==> config.mk <==
export PLATFORM = sky130hd
export DESIGN_NAME = cnf_literal_tokenizer_core
export DESIGN_NICKNAME = d
export VERILOG_FILES = /design/src/clt_pkg.sv /design/src/clt_lexer.sv /design/src/clt_rsp_fifo.sv /design/src/cnf_literal_tokenizer_core.sv
export SDC_FILE = /design/constraint.sdc
export NUM_CORES = 1
export LEC_CHECK = 0
export BUFFER_PORTS_ARGS = -buffer_cell sky130_fd_sc_hd__buf_2
export CAP_MARGIN = 30
export CORE_MARGIN = 1
export CORE_UTILIZATION = 40
export CTS_CLUSTER_DIAMETER = 150
export DETAILED_ROUTE_END_ITERATION = 10
export PLACE_DENSITY = 0.59
export SYNTH_ARGS = -nofsm -noshare
export SYNTH_HDL_FRONTEND = slang
export SYNTH_SLANG_ARGS = --single-unit
==> constraint.sdc <==
create_clock -name clock -period 13.7 [get_ports clock]
set_input_delay 0 -clock clock [delete_from_list [all_inputs] [get_ports clock]]
set_output_delay 0 -clock clock [all_outputs]
set_load 0.05 [all_outputs]
==> src/clt_pkg.sv <==
// Shared types, character codes and widths for the CNF literal tokenizer.
package clt_pkg;

   localparam int VAR_BITS   = 24;
   localparam int VAR_W      = 24;
   localparam int ACC_W      = VAR_BITS + 4;
   localparam int FIFO_DEPTH = 4;
   localparam int FIFO_AW    = $clog2(FIFO_DEPTH);
   localparam int FIFO_CW    = $clog2(FIFO_DEPTH + 1);

   localparam logic [7:0] CH_TAB   = 8'h09;
   localparam logic [7:0] CH_LF    = 8'h0A;
   localparam logic [7:0] CH_CR    = 8'h0D;
   localparam logic [7:0] CH_SPACE = 8'h20;
   localparam logic [7:0] CH_PLUS  = 8'h2B;
   localparam logic [7:0] CH_MINUS = 8'h2D;
   localparam logic [7:0] CH_ZERO  = 8'h30;
   localparam logic [7:0] CH_NINE  = 8'h39;
   localparam logic [7:0] CH_C     = 8'h63;
   localparam logic [7:0] CH_P     = 8'h70;

   typedef enum logic [2:0] {
      PH_HDR  = 3'd0,
      PH_HDRC = 3'd1,
      PH_HDRP = 3'd2,
      PH_BODY = 3'd3,
      PH_BCOM = 3'd4,
      PH_SIGN = 3'd5,
      PH_DIG  = 3'd6,
      PH_STOP = 3'd7
   } clt_phase_type;

   typedef enum logic [1:0] {
      KIND_LIT  = 2'd0,
      KIND_CEND = 2'd1,
      KIND_DONE = 2'd2,
      KIND_ERR  = 2'd3
   } clt_kind_type;

   typedef enum logic [1:0] {
      ERR_NONE     = 2'd0,
      ERR_SYNTAX   = 2'd1,
      ERR_OVERFLOW = 2'd2
   } clt_err_type;

   typedef struct packed {
      clt_kind_type       kind;
      logic [VAR_W-1:0]   var_number;
      logic               negative;
      logic [VAR_W-1:0]   largest_var;
      logic               header_seen;
      clt_err_type        error_code;
      logic               last;
   } clt_result_type;

   typedef struct packed {
      logic [1:0]     count;
      clt_result_type first;
      clt_result_type second;
   } clt_push_type;

   function automatic clt_result_type clt_make_tok(clt_kind_type k,
                                                   logic [VAR_W-1:0] v,
                                                   logic neg,
                                                   clt_err_type e);
      clt_result_type r;
      r.kind        = k;
      r.var_number  = v;
      r.negative    = neg;
      r.largest_var = '0;
      r.header_seen = 1'b0;
      r.error_code  = e;
      r.last        = 1'b0;
      return r;
   endfunction

endpackage

==> src/clt_lexer.sv <==
// Input beat register, tokenizer state and single-pass decode of one byte.
module clt_lexer
   import clt_pkg::*;
(
   input  logic                clock,
   input  logic                reset,
   input  logic                req_valid,
   output logic                req_stall,
   input  logic [7:0]          req_text_byte,
   input  logic                req_end_of_input,
   input  logic                room,
   output clt_push_type        push
);

   logic                in_vld_ff, in_vld_in;
   logic [7:0]          in_byte_ff;
   logic                in_eof_ff;
   logic                take;

   clt_phase_type       phase_ff, phase_in;
   logic                inside_ff, inside_in;
   logic [VAR_BITS-1:0] val_ff, val_in;
   logic                neg_ff, neg_in;
   logic [VAR_BITS-1:0] large_ff, large_in;
   logic                hdr_ff, hdr_in;

   logic                is_sp, is_dig, eof;
   logic [3:0]          dig_val;
   logic [ACC_W-1:0]    acc;
   logic                over;
   logic                body_go;
   logic                tok1_v, tok2_v;
   clt_result_type      tok1, tok2;
   clt_result_type      res_a, res_b;

   assign req_stall = in_vld_ff && !room;
   assign take      = in_vld_ff && room;
   assign in_vld_in = req_stall ? in_vld_ff : req_valid;

   always_ff @(posedge clock) begin
      if (reset) begin
         in_vld_ff <= 1'b0;
      end else begin
         in_vld_ff <= in_vld_in;
      end
      if (req_valid && !req_stall) begin
         in_byte_ff <= req_text_byte;
         in_eof_ff  <= req_end_of_input;
      end
   end

   assign eof     = in_eof_ff;
   assign is_sp   = (in_byte_ff >= CH_TAB && in_byte_ff <= CH_CR) || in_byte_ff == CH_SPACE;
   assign is_dig  = in_byte_ff >= CH_ZERO && in_byte_ff <= CH_NINE;
   assign dig_val = 4'(in_byte_ff - CH_ZERO);
   assign acc     = (ACC_W'(val_ff) << 3) + (ACC_W'(val_ff) << 1) + ACC_W'(dig_val);
   assign over    = acc[ACC_W-1:VAR_BITS] != '0;

   always_comb begin
      phase_in  = phase_ff;
      inside_in = inside_ff;
      val_in    = val_ff;
      neg_in    = neg_ff;
      large_in  = large_ff;
      hdr_in    = hdr_ff;
      body_go   = 1'b0;
      tok1_v    = 1'b0;
      tok2_v    = 1'b0;
      tok1      = clt_make_tok(KIND_LIT, '0, 1'b0, ERR_NONE);
      tok2      = clt_make_tok(KIND_LIT, '0, 1'b0, ERR_NONE);

      unique case (phase_ff)
         PH_HDR: begin
            if (eof) begin
               tok2_v   = 1'b1;
               tok2     = clt_make_tok(KIND_DONE, '0, 1'b0, ERR_NONE);
               phase_in = PH_STOP;
            end else if (in_byte_ff == CH_C) begin
               phase_in = PH_HDRC;
            end else if (in_byte_ff == CH_P) begin
               hdr_in   = 1'b1;
               phase_in = PH_HDRP;
            end else begin
               body_go = 1'b1;
            end
         end
         PH_HDRC, PH_HDRP, PH_BCOM: begin
            if (eof) begin
               tok2_v   = 1'b1;
               tok2     = clt_make_tok(KIND_DONE, '0, 1'b0, ERR_NONE);
               phase_in = PH_STOP;
            end else if (in_byte_ff == CH_LF) begin
               phase_in = (phase_ff == PH_HDRC) ? PH_HDR : PH_BODY;
            end
         end
         PH_BODY: begin
            body_go = 1'b1;
         end
         PH_SIGN: begin
            if (!eof && is_dig) begin
               val_in   = VAR_BITS'(dig_val);
               phase_in = PH_DIG;
            end else begin
               tok2_v   = 1'b1;
               tok2     = clt_make_tok(KIND_ERR, '0, 1'b0, ERR_SYNTAX);
               phase_in = PH_STOP;
            end
         end
         PH_DIG: begin
            if (!eof && is_dig) begin
               if (over) begin
                  tok2_v   = 1'b1;
                  tok2     = clt_make_tok(KIND_ERR, '0, 1'b0, ERR_OVERFLOW);
                  phase_in = PH_STOP;
               end else begin
                  val_in = acc[VAR_BITS-1:0];
               end
            end else begin
               tok1_v = 1'b1;
               if (val_ff == '0) begin
                  inside_in = 1'b0;
                  tok1      = clt_make_tok(KIND_CEND, '0, 1'b0, ERR_NONE);
               end else begin
                  if (val_ff > large_ff) begin
                     large_in = val_ff;
                  end
                  tok1 = clt_make_tok(KIND_LIT, VAR_W'(val_ff), neg_ff, ERR_NONE);
               end
               val_in  = '0;
               neg_in  = 1'b0;
               body_go = 1'b1;
            end
         end
         PH_STOP: begin
            phase_in = PH_STOP;
         end
         default: begin
            phase_in = PH_STOP;
         end
      endcase

      if (body_go) begin
         phase_in = PH_BODY;
         if (!eof && is_sp) begin
            phase_in = PH_BODY;
         end else if (eof) begin
            tok2_v   = 1'b1;
            tok2     = inside_in ? clt_make_tok(KIND_ERR, '0, 1'b0, ERR_SYNTAX)
                                 : clt_make_tok(KIND_DONE, '0, 1'b0, ERR_NONE);
            phase_in = PH_STOP;
         end else if (!inside_in && in_byte_ff == CH_C) begin
            phase_in = PH_BCOM;
         end else begin
            inside_in = 1'b1;
            priority if (in_byte_ff == CH_MINUS) begin
               neg_in   = 1'b1;
               phase_in = PH_SIGN;
            end else if (in_byte_ff == CH_PLUS) begin
               neg_in   = 1'b0;
               phase_in = PH_SIGN;
            end else if (is_dig) begin
               neg_in   = 1'b0;
               val_in   = VAR_BITS'(dig_val);
               phase_in = PH_DIG;
            end else begin
               tok2_v   = 1'b1;
               tok2     = clt_make_tok(KIND_ERR, '0, 1'b0, ERR_SYNTAX);
               phase_in = PH_STOP;
            end
         end
      end

      res_a             = tok1_v ? tok1 : tok2;
      res_b             = tok2;
      res_a.largest_var = VAR_W'(large_in);
      res_a.header_seen = hdr_in;
      res_a.last        = !(tok1_v && tok2_v);
      res_b.largest_var = VAR_W'(large_in);
      res_b.header_seen = hdr_in;
      res_b.last        = 1'b1;
   end

   assign push.count  = take ? (2'(tok1_v) + 2'(tok2_v)) : 2'd0;
   assign push.first  = res_a;
   assign push.second = res_b;

   always_ff @(posedge clock) begin
      if (reset) begin
         phase_ff  <= PH_HDR;
         inside_ff <= 1'b0;
         val_ff    <= '0;
         neg_ff    <= 1'b0;
         large_ff  <= '0;
         hdr_ff    <= 1'b0;
      end else if (take) begin
         phase_ff  <= phase_in;
         inside_ff <= inside_in;
         val_ff    <= val_in;
         neg_ff    <= neg_in;
         large_ff  <= large_in;
         hdr_ff    <= hdr_in;
      end
   end

`ifndef SYNTHESIS
   a_stop_holds: assert property (@(posedge clock) disable iff (reset)
      phase_ff == PH_STOP |=> phase_ff == PH_STOP)
      else $error("tokenizer left the stopped phase");

   a_pair_ends: assert property (@(posedge clock) disable iff (reset)
      push.count == 2'd2 |->
         (push.second.kind == KIND_DONE || push.second.kind == KIND_ERR))
      else $error("second result of a beat is not a finish or an error");

   a_largest_grows: assert property (@(posedge clock) disable iff (reset)
      !$past(reset) |-> large_ff >= $past(large_ff))
      else $error("largest variable decreased");
`endif

endmodule

==> src/clt_rsp_fifo.sv <==
// Result queue that takes up to two results per cycle and sends one per beat.
module clt_rsp_fifo
   import clt_pkg::*;
(
   input  logic           clock,
   input  logic           reset,
   input  clt_push_type   push,
   output logic           room,
   output logic           rsp_valid,
   input  logic           rsp_stall,
   output clt_result_type head
);

   clt_result_type       mem [FIFO_DEPTH];
   logic [FIFO_AW-1:0]   wr_ff, wr_in;
   logic [FIFO_AW-1:0]   rd_ff, rd_in;
   logic [FIFO_CW-1:0]   count_ff, count_in;
   logic                 pop;

   assign rsp_valid = count_ff != '0;
   assign pop       = rsp_valid && !rsp_stall;
   assign room      = count_ff <= FIFO_CW'(FIFO_DEPTH - 2);
   assign head      = mem[rd_ff];

   assign wr_in    = wr_ff + FIFO_AW'(push.count);
   assign rd_in    = rd_ff + FIFO_AW'(pop);
   assign count_in = count_ff + FIFO_CW'(push.count) - FIFO_CW'(pop);

   always_ff @(posedge clock) begin
      if (push.count != 2'd0) begin
         mem[wr_ff] <= push.first;
      end
      if (push.count == 2'd2) begin
         mem[wr_ff + FIFO_AW'(1)] <= push.second;
      end
   end

   always_ff @(posedge clock) begin
      if (reset) begin
         wr_ff    <= '0;
         rd_ff    <= '0;
         count_ff <= '0;
      end else begin
         wr_ff    <= wr_in;
         rd_ff    <= rd_in;
         count_ff <= count_in;
      end
   end

`ifndef SYNTHESIS
   a_count_bound: assert property (@(posedge clock) disable iff (reset)
      count_ff <= FIFO_CW'(FIFO_DEPTH))
      else $error("result queue count out of range");

   a_push_room: assert property (@(posedge clock) disable iff (reset)
      push.count != 2'd0 |-> room)
      else $error("results pushed without room");

   a_pair_follows: assert property (@(posedge clock) disable iff (reset)
      pop && !head.last |=> count_ff != '0)
      else $error("first result of a pair sent without its partner queued");
`endif

endmodule

==> src/cnf_literal_tokenizer_core.sv <==
// Top level of the CNF literal tokenizer: byte decode and result queue.
//
//   channel  direction  handshake            payload
//   req      in         req_valid/req_stall  text_byte, end_of_input
//   rsp      out        rsp_valid/rsp_stall  kind, var_number, negative, largest_var,
//                                            header_seen, error_code, last
//
// One byte beat is taken every cycle while req_stall is low; a byte decodes
// combinationally between the input register and the result queue.
// Results leave the queue once their byte has passed the input register and been written
// to the queue memory; a byte that yields two results sends them on two rsp beats.
// req_stall rises only when the queue has fewer than two free slots.
// Synchronous active-high reset returns the tokenizer to the header area.
module cnf_literal_tokenizer_core
   import clt_pkg::*;
(
   input  logic             clock,
   input  logic             reset,
   input  logic             req_valid,
   output logic             req_stall,
   input  logic [7:0]       req_text_byte,
   input  logic             req_end_of_input,
   output logic             rsp_valid,
   input  logic             rsp_stall,
   output logic [1:0]       rsp_kind,
   output logic [VAR_W-1:0] rsp_var_number,
   output logic             rsp_negative,
   output logic [VAR_W-1:0] rsp_largest_var,
   output logic             rsp_header_seen,
   output logic [1:0]       rsp_error_code,
   output logic             rsp_last
);

   clt_push_type   push;
   logic           room;
   clt_result_type head;

   clt_lexer u_lexer (
      .clock            (clock),
      .reset            (reset),
      .req_valid        (req_valid),
      .req_stall        (req_stall),
      .req_text_byte    (req_text_byte),
      .req_end_of_input (req_end_of_input),
      .room             (room),
      .push             (push)
   );

   clt_rsp_fifo u_rsp_fifo (
      .clock     (clock),
      .reset     (reset),
      .push      (push),
      .room      (room),
      .rsp_valid (rsp_valid),
      .rsp_stall (rsp_stall),
      .head      (head)
   );

   assign rsp_kind        = head.kind;
   assign rsp_var_number  = head.var_number;
   assign rsp_negative    = head.negative;
   assign rsp_largest_var = head.largest_var;
   assign rsp_header_seen = head.header_seen;
   assign rsp_error_code  = head.error_code;
   assign rsp_last        = head.last;

endmodule
==> metrics, run 1 <==
clock-pin slew on the worst setup and hold paths 0.07 ns; mux share of post-synthesis cell area between 10% and 20%; Clock Skews 0.0292 ns; routed len/inst 20.3 µm; layout cell share with drive strength beyond 1 16.6%; Synth cell types 70; final core utilization 46.5%; RSZ-0062 raised after global routing false; WS Path Type reg -> reg; CP most frequent cell inv_1; max-cap check violation count 0; Iteration-0 DRC Markers 742; synthesis-to-layout area growth 14.3%; TritonCTS sink count 291; Post-CTS Resized 0; Layout fillers 3182; crit path time final 6.65 ns; cells after synthesis 1208; Core Footprint 34500 µm²; register area share after synthesis ~50%; H-tree depth 1; global-route wire length before repair 56200 µm; Synth async-reset ratio 0%; commonest non-fill, non-tap cell in the layout nor2_1; Critical Path Start Type flip-flop; die area 35900 µm²; GRT overflow 0; crit path max-delay cell type dfxtp_1; biggest cell delay along the critical path 0.55 ns; Final setup violation count 0; #FFs+latches synth 291; IO buf count 69; clk root buf clkbuf_16; Worst Slack Setup Final 7.05 ns; largest net degree at the start of global routing 53; clk_lat worst skew 0.56 ns; area fraction in compound gates after synthesis between 10% and 20%; WHS 0.146 ns; post-synth net total 1301; dominant synthesized flop cell dfxtp_1; CP Cell Sequence inv_1, fa_1, inv_1, fa_1, a21o_1, a221o_1, a311oi_2, nor3_1, o211ai_2, mux2i_1, o31ai_4, buf_4, o211a_1, inv_1, ha_1, mux2i_1, or3_2, buf_4, inv_1, buf_4, nand2_1, o21ai_0; initial antenna violation count 0; hold_buf cts 13; DIE WIDTH between 150 and 200 µm; Worst Path Arrival 7.06 ns; Pwr Density 142 nW/µm²; largest family of logic cells by synthesized area compound AO/OA/AOI/OAI gates; # DRC 0; Max IR drop VDD 0.0000901 V; fin. max-slew vios 0; TritonCTS clock tree done; ANT nets after route 0; Critical Path Sink Type flip-flop; Global Route Usage Sum 19.9%; fin crit share between 40 and 50%; Cell Area, Synth 14100 µm²; CTS Buf Count 30; drt total wl 35200 µm; vias per cell 5.65; adder-cell share of the synthesized area 7.28%; relative slew slack a little over a third; status complete, no violations; Setup TNS 0 ns; Static Leak roughly 6 nW; Antenna diodes 0; die height 190 µm; initial core utilization 40.7%; # IOs 70; gpl congestion 0.803; number of global-route vias before repair slightly below 10000; HP Class in -> reg; Yosys warnings 0; Layout Nets about 1400; simple logic cell fraction of the synthesized area around a tenth; Via Count 9819; Row Count 68; Post-synth EDFFs between 100 and 150; pre-CTS setup slack 7.07 ns; critical path data required time 14.10 ns; xor and xnor area share after synthesis 1.49%; largest fanout on the critical path 52; Post-DP HPWL roughly 24000 µm; most frequent cells in the layout 172 x nor2_1, 164 x dfxtp_1, 125 x edfxtp_1; Fmax approximately 150 MHz; first-pass detailed-route iteration total 5; clock tree buffer depth 3; post-CTS setup buffers 0; Slew @ Worst Pin 0.947 ns; mean area per synthesized cell 11.6 µm²; final hold violations 0
==> path summary, 6_finish.rpt <==
check | depth (start not counted) | slack (ns) | from | endpoint
setup reg to reg | 22 | 7.05 | u_lexer.val_ff[0]$_SDFFE_PP0P_ | u_rsp_fifo.mem[1][53]$_DFFE_PP_
hold / removal | 2 | 0.15 | req_text_byte[7] | u_lexer.in_byte_ff[7]$_DFFE_PP_
hold reg to reg | 1 | 0.46 | u_rsp_fifo.mem[3][0]$_SDFFE_PP1P_ | u_rsp_fifo.mem[3][0]$_SDFFE_PP1P_
setup / recovery | 22 | 7.05 | u_lexer.val_ff[0]$_SDFFE_PP0P_ | u_rsp_fifo.mem[1][53]$_DFFE_PP_
==> layout make-up <==
type / count / area, µm² / area share (%)
well taps: 455 / 569 / 3.54
flip-flops and latches: 291 / 7080 / 44.1
clock inverters: 19 / 262 / 1.63
repair buffers: 103 / 666 / 4.14
inverters: 52 / 195 / 1.21
multi-input cells: 780 / 6460 / 40.2
clock buffers: 37 / 840 / 5.22
==> report_power, final <==
| group | leakage, nW | internal (mW) | switching (mW) | total [mW] |
|---|---|---|---|---|
| Combinational | 3.02 | 0.139 | 0.272 | 0.411 |
| Sequential | 2.45 | 0.934 | 0.0370 | 0.970 |
| Clock | 0.522 | 0.548 | 0.346 | 0.894 |
| Total | 6.00 | 1.62 | 0.655 | 2.28 |
==> cell families (layout without fill, tap and decap cells) <==
family,after synthesis,in the layout
AO/OA/AOI/OAI,273,273
XOR/XNOR,24,24
adder cells (fa/ha/maj),80,80
buffers and inverters,137,211
flip-flops,291,291
multiplexers,108,108
AND/OR/NAND/NOR,295,295
==> worst max-delay path, delay by kind of cell, from the launching register on <==
family,cells,cell delay (ns)
buf+inv,7,1.68
compound gates,7,1.58
fa+ha+maj,3,1.28
simple gates,3,0.70
mux,2,0.66
flops,1,0.55
==> through the flow <==
step / instance area [µm²] / instances / power, mW
after detailed placement: 14800 / 1668 / 1.40
after floorplan: 14100 / 1208 / 1.29
after global routing: 16100 / 1737 / 2.36
final: 16100 / 1737 / 2.28
after CTS: 16100 / 1737 / 2.29
after global placement: 14800 / 1665 / 1.40
==> synth_stat cells (9+ instances only) <==
cell,instances,area [µm²]
nor2_1,172,646
dfxtp_1,166,3320
edfxtp_1,125,3750
a22o_1,122,1070
ha_1,77,963
clkbuf_1,55,206
mux4_2,55,1240
mux2i_1,52,521
inv_1,51,191
nand2_1,38,143
a21oi_1,33,165
o21ai_0,25,125
buf_2,21,105
a21o_1,20,150
xnor2_1,18,158
nor2b_1,16,100
nand3_1,14,70.1
nor3_1,11,55.1
a211oi_1,9,67.6
nor4_1,9,56.3
==> sequential cells by signal (all words and copies together), names as in the netlist, 2 cells and up <==
name                 count
u_rsp_fifo.rd_ff         2
u_rsp_fifo.wr_ff         2
u_rsp_fifo.count_ff      3
u_lexer.phase_ff         3
u_rsp_fifo.mem         220
u_lexer.val_ff          24
u_lexer.large_ff        24
u_lexer.in_byte_ff       8
==> metal layers <==
layer | GRT usage [%] | wire, µm | vias up | part of all wire (%)
met5 | 0 | 0 | - | 0
met3 | 2.32 | 1710 | 45 | 4.8
li1 | - | - | 4627 | -
met2 | 33.4 | 16600 | 256 | 47
met4 | 5.21 | 763 | 0 | 2.2
met1 | 27.3 | 16200 | 4891 | 46
Note: power is estimated with default switching activity, not from simulation.
==> run 2, diff against run 1 <==
- ABC_AREA: not set -> 1
- PLACE_DENSITY: 0.59 -> 0.61
- clock period: 13.7 -> 5.45 ns (I/O delays scaled with it)
==> run 2 against run 1 <==
Compared with the run above: clock power increased by 150%; critical path depth increased by 2; synthesized cell count increased by 66%; final cell count increased by 50%; hold slack got worse by 0.094 ns; critical endpoint is now u_rsp_fifo.mem[1][23]$_DFFE_PP_; largest cell class is now multi-input gates.
==> metrics, run 2 <==
Post-DP HPWL 28800 µm (+22%); status complete, no violations; WHS Endpoint u_rsp_fifo.rd_ff[0]$_SDFF_PP0_; Synth area leaders edfxtp_1 24%, dfxtp_1 21%, nand2_1 11%; WHS 0.0514 ns (-0.0944 ns); commonest cells in the netlist 452 x nand2_1, 290 x nor2_1, 247 x o21ai_0, 209 x inv_1, 166 x dfxtp_1; HP Class in -> reg; Slew @ Worst Pin 0.919 ns (-0.0280 ns); layout cell share with drive strength beyond 1 11.0% (-5.6 points); final core utilization 46.4% (-0.16 points); Cell Area, Synth 15500 µm² (+10%); Worst R2R Start u_lexer.in_byte_ff[3]$_DFFE_PP_; H-tree depth 2 (+1); Max IR drop VDD 0.000186 V (+110%); Antenna diodes 0 (unchanged); TritonCTS clock tree done; max-cap check violation count 0 (unchanged); max reg flops 220 (unchanged); initial antenna violation count 2 (+2); Via Count 13500 (+38%); Met3 Wirelength 2650 µm (+55%); number of global-route vias before repair 13000 (+32%); relative slew slack 38.5% (+2.5 points); mean area per synthesized cell 7.72 µm² (-34%); DRT met1 WL 20000 µm (+24%); die height 199 µm (+5.0%); clock tree buffer depth 3 (unchanged); Top Layer Used met5; Critical Path Sink Type flip-flop; dominant synthesized flop cell dfxtp_1; Setup TNS 0 ns (unchanged); first-pass detailed-route iteration total 5 (unchanged); GRT overflow 0 (unchanged); Reg2Reg Setup Slack 0.48 ns (-6.56 ns); Row Count 71 (+4.4%); Clock Skews 0.0155 ns (-0.0137 ns); Global Route Usage Sum 22.4% (+2.5 points); ANT nets after route 0 (unchanged); Fmax 201 MHz (+34%); # IOs 70 (unchanged); Final setup violation count 0 (unchanged); Met2 Routed Length 20000 µm (+21%); largest net degree at the start of global routing 85 (+60%); WHS Path Cells 5 (+3); DIE WIDTH 199 µm (+5.0%); Synth async-reset ratio 0% (unchanged); clock-pin slew on the worst setup and hold paths 0.06 ns (about the same); HP Start rsp_stall; post-synth net total 2103 (+62%); critical path data required time 5.60 ns (-8.50 ns); clk_lat worst skew 0.52 ns (-0.04 ns); cells after synthesis 2010 (+66%); register with the most flip-flops u_rsp_fifo.mem; largest fanout on the critical path 30 (-42%); TritonCTS sink count 291 (unchanged); drt total wl 43500 µm (+23%); capture point of the worst reg-to-reg path u_rsp_fifo.mem[1][23]$_DFFE_PP_; Critical Path Start Type flip-flop; crit path time final 4.97 ns (-1.69 ns); Static Leak 7.71 nW (+29%); leading area contributor after synthesis edfxtp_1; CTS Buf Count 34 (+13%); initial core utilization 40.9% (+0.20 points); count leader, synth nand2_1; WS Path Type reg -> reg; Post-synth EDFFs 125 (unchanged); Iteration-0 DRC Markers 1083 (+46%); global-route wire length before repair 69400 µm (+24%); register area share after synthesis 45.6% (-4.7 points); vias per cell 5.19 (-8.1%); Synth cell types 47 (-33%); #FFs+latches synth 291 (unchanged); Pwr Density 395 nW/µm² (+180%); Reg2Reg Depth 24 (+9.1%); fin. max-slew vios 0 (unchanged); die area 39600 µm² (+10%); most frequent cells in the layout 452 x nand2_1, 290 x nor2_1, 247 x o21ai_0; clk root buf clkbuf_16; gpl congestion 0.877 (+9.2%); top cell type's share of synthesized area 24.2% (-2.5 points); Top Registers u_rsp_fifo.mem: 220 flops, u_lexer.large_ff: 24 flops, u_lexer.val_ff: 24 flops; IO buf count 69 (unchanged); fin crit share 91.1% (+43 points); routed len/inst 16.7 µm (-18%); synthesis-to-layout area growth 13.4%; Layout fillers 3772 (+19%); # DRC 0 (unchanged); Worst Path Arrival 5.12 ns (-1.94 ns); Yosys warnings 0 (unchanged); Layout Nets 2164 (+60%); commonest non-fill, non-tap cell in the layout nand2_1; Core Footprint 37900 µm² (+9.8%); final hold violations 0 (unchanged)
==> run 2: changes by cell type after synthesis, moves of 52 or more <==
| cell | delta |
|---|---|
| o21ai_0 | +222 |
| nor2_1 | +118 |
| mux2i_1 | -52 |
| mux4_2 | -55 |
| inv_1 | +158 |
| nand2_1 | +414 |
| a22o_1 | -122 |
==> run 2: cells by family (layout without fill, tap and decap cells) <==
logic type,after synthesis,after routing,synth area share [%]
xor gates and xnor gates,20,20,1.13
buffers and inverters,318,405,8.20
DFF,291,291,45.6
adders and majority gates,80,80,6.59
and+or+nand+nor,850,850,22.5
AOI/OAI and AO/OA,451,451,16.0
==> run 2: power breakdown <==
group | switching, mW | internal [mW] | leakage (nW)
Clock | 0.923 | 1.29 | 0.530
Combinational | 1.77 | 0.523 | 4.52
Sequential | 0.0790 | 2.37 | 2.66
==> run 2: worst max path at each step <==
| stage | cells after the start | slack (ns) | startpoint | end |
|---|---|---|---|---|
| 3_3_place_gp | 27 | 0.53 | u_lexer.in_byte_ff[3]$_DFFE_PP_ | u_rsp_fifo.mem[0][35]$_SDFFE_PP0P_ |
| 4_1_cts | 27 | 0.36 | u_lexer.in_byte_ff[3]$_DFFE_PP_ | u_rsp_fifo.mem[0][34]$_SDFFE_PP0P_ |
| 3_5_place_dp | 27 | 0.37 | u_lexer.in_byte_ff[3]$_DFFE_PP_ | u_rsp_fifo.mem[0][34]$_SDFFE_PP0P_ |
| 2_1_floorplan | 26 | 0.37 | u_lexer.val_ff[2]$_SDFFE_PP0P_ | u_rsp_fifo.mem[1][10]$_DFFE_PP_ |
| 5_1_grt | 27 | -0.008 | u_lexer.in_byte_ff[3]$_DFFE_PP_ | u_rsp_fifo.mem[0][52]$_SDFFE_PP0P_ |
| 6_report | 24 | 0.48 | u_lexer.in_byte_ff[3]$_DFFE_PP_ | u_rsp_fifo.mem[1][23]$_DFFE_PP_ |
==> run 2: repair_timing <==
action / in CTS / in global routing
buffers inserted: 0 / 0
endpoints found under the hold margin: 10 / 0
hold buffers: 10 / 0
gates resized for setup: 0 / 2
setup endpoints to repair: 0 / 41
==> run 2: critical path, stage by stage (launching register included) <==
cell,delay (ns)
edfxtp_1,0.37
inv_2,0.09
fa_1,0.54
inv_1,0.07
fa_1,0.47
nand2_1,0.12
nand2_1,0.08
nand3_1,0.08
nand2_1,0.13
nand2_1,0.11
nand3_1,0.08
nand2_1,0.06
nand2_1,0.08
nor2_4,0.15
nand2_4,0.11
a21oi_1,0.26
nand2_1,0.20
ha_1,0.35
inv_1,0.04
nor2_1,0.19
nor2_1,0.12
nor3_1,0.26
inv_1,0.10
nand2_1,0.09
buf_4,0.42
==> run 2: metal layers <==
layer  vias up  global-route usage, %
met2       354                   37.3
li1       6742                      -
met5         -                      0
met1      6383                   30.2
met4         4                   5.61
met3        61                   3.42
==> run 2: area by class of cell <==
class                           count  area [µm²]  share of cell area [%]
Inverter                          227         858                    4.88
Clock buffer                       48         955                    5.43
Timing Repair Buffer              116         752                    4.27
Sequential cell                   291        7080                    40.2
Clock inverter                     14         134                   0.761
Multi-Input combinational cell   1401        7180                    40.8
Tap cell                          511         639                    3.63
==> run 2: stage by stage <==
| stage | setup WS, ns | power, mW | std cells | cell area (µm²) |
|---|---|---|---|---|
| 5_1_grt | -0.00802 | 7.28 | 2608 | 17600 |
| 2_1_floorplan | 0.365 | 4.19 | 2010 | 15500 |
| 6_report | 0.483 | 6.96 | 2608 | 17600 |
| 3_5_place_dp | 0.370 | 4.79 | 2536 | 16400 |
| 4_1_cts | 0.361 | 7.01 | 2608 | 17600 |
| 3_3_place_gp | 0.527 | 4.77 | 2536 | 16400 |
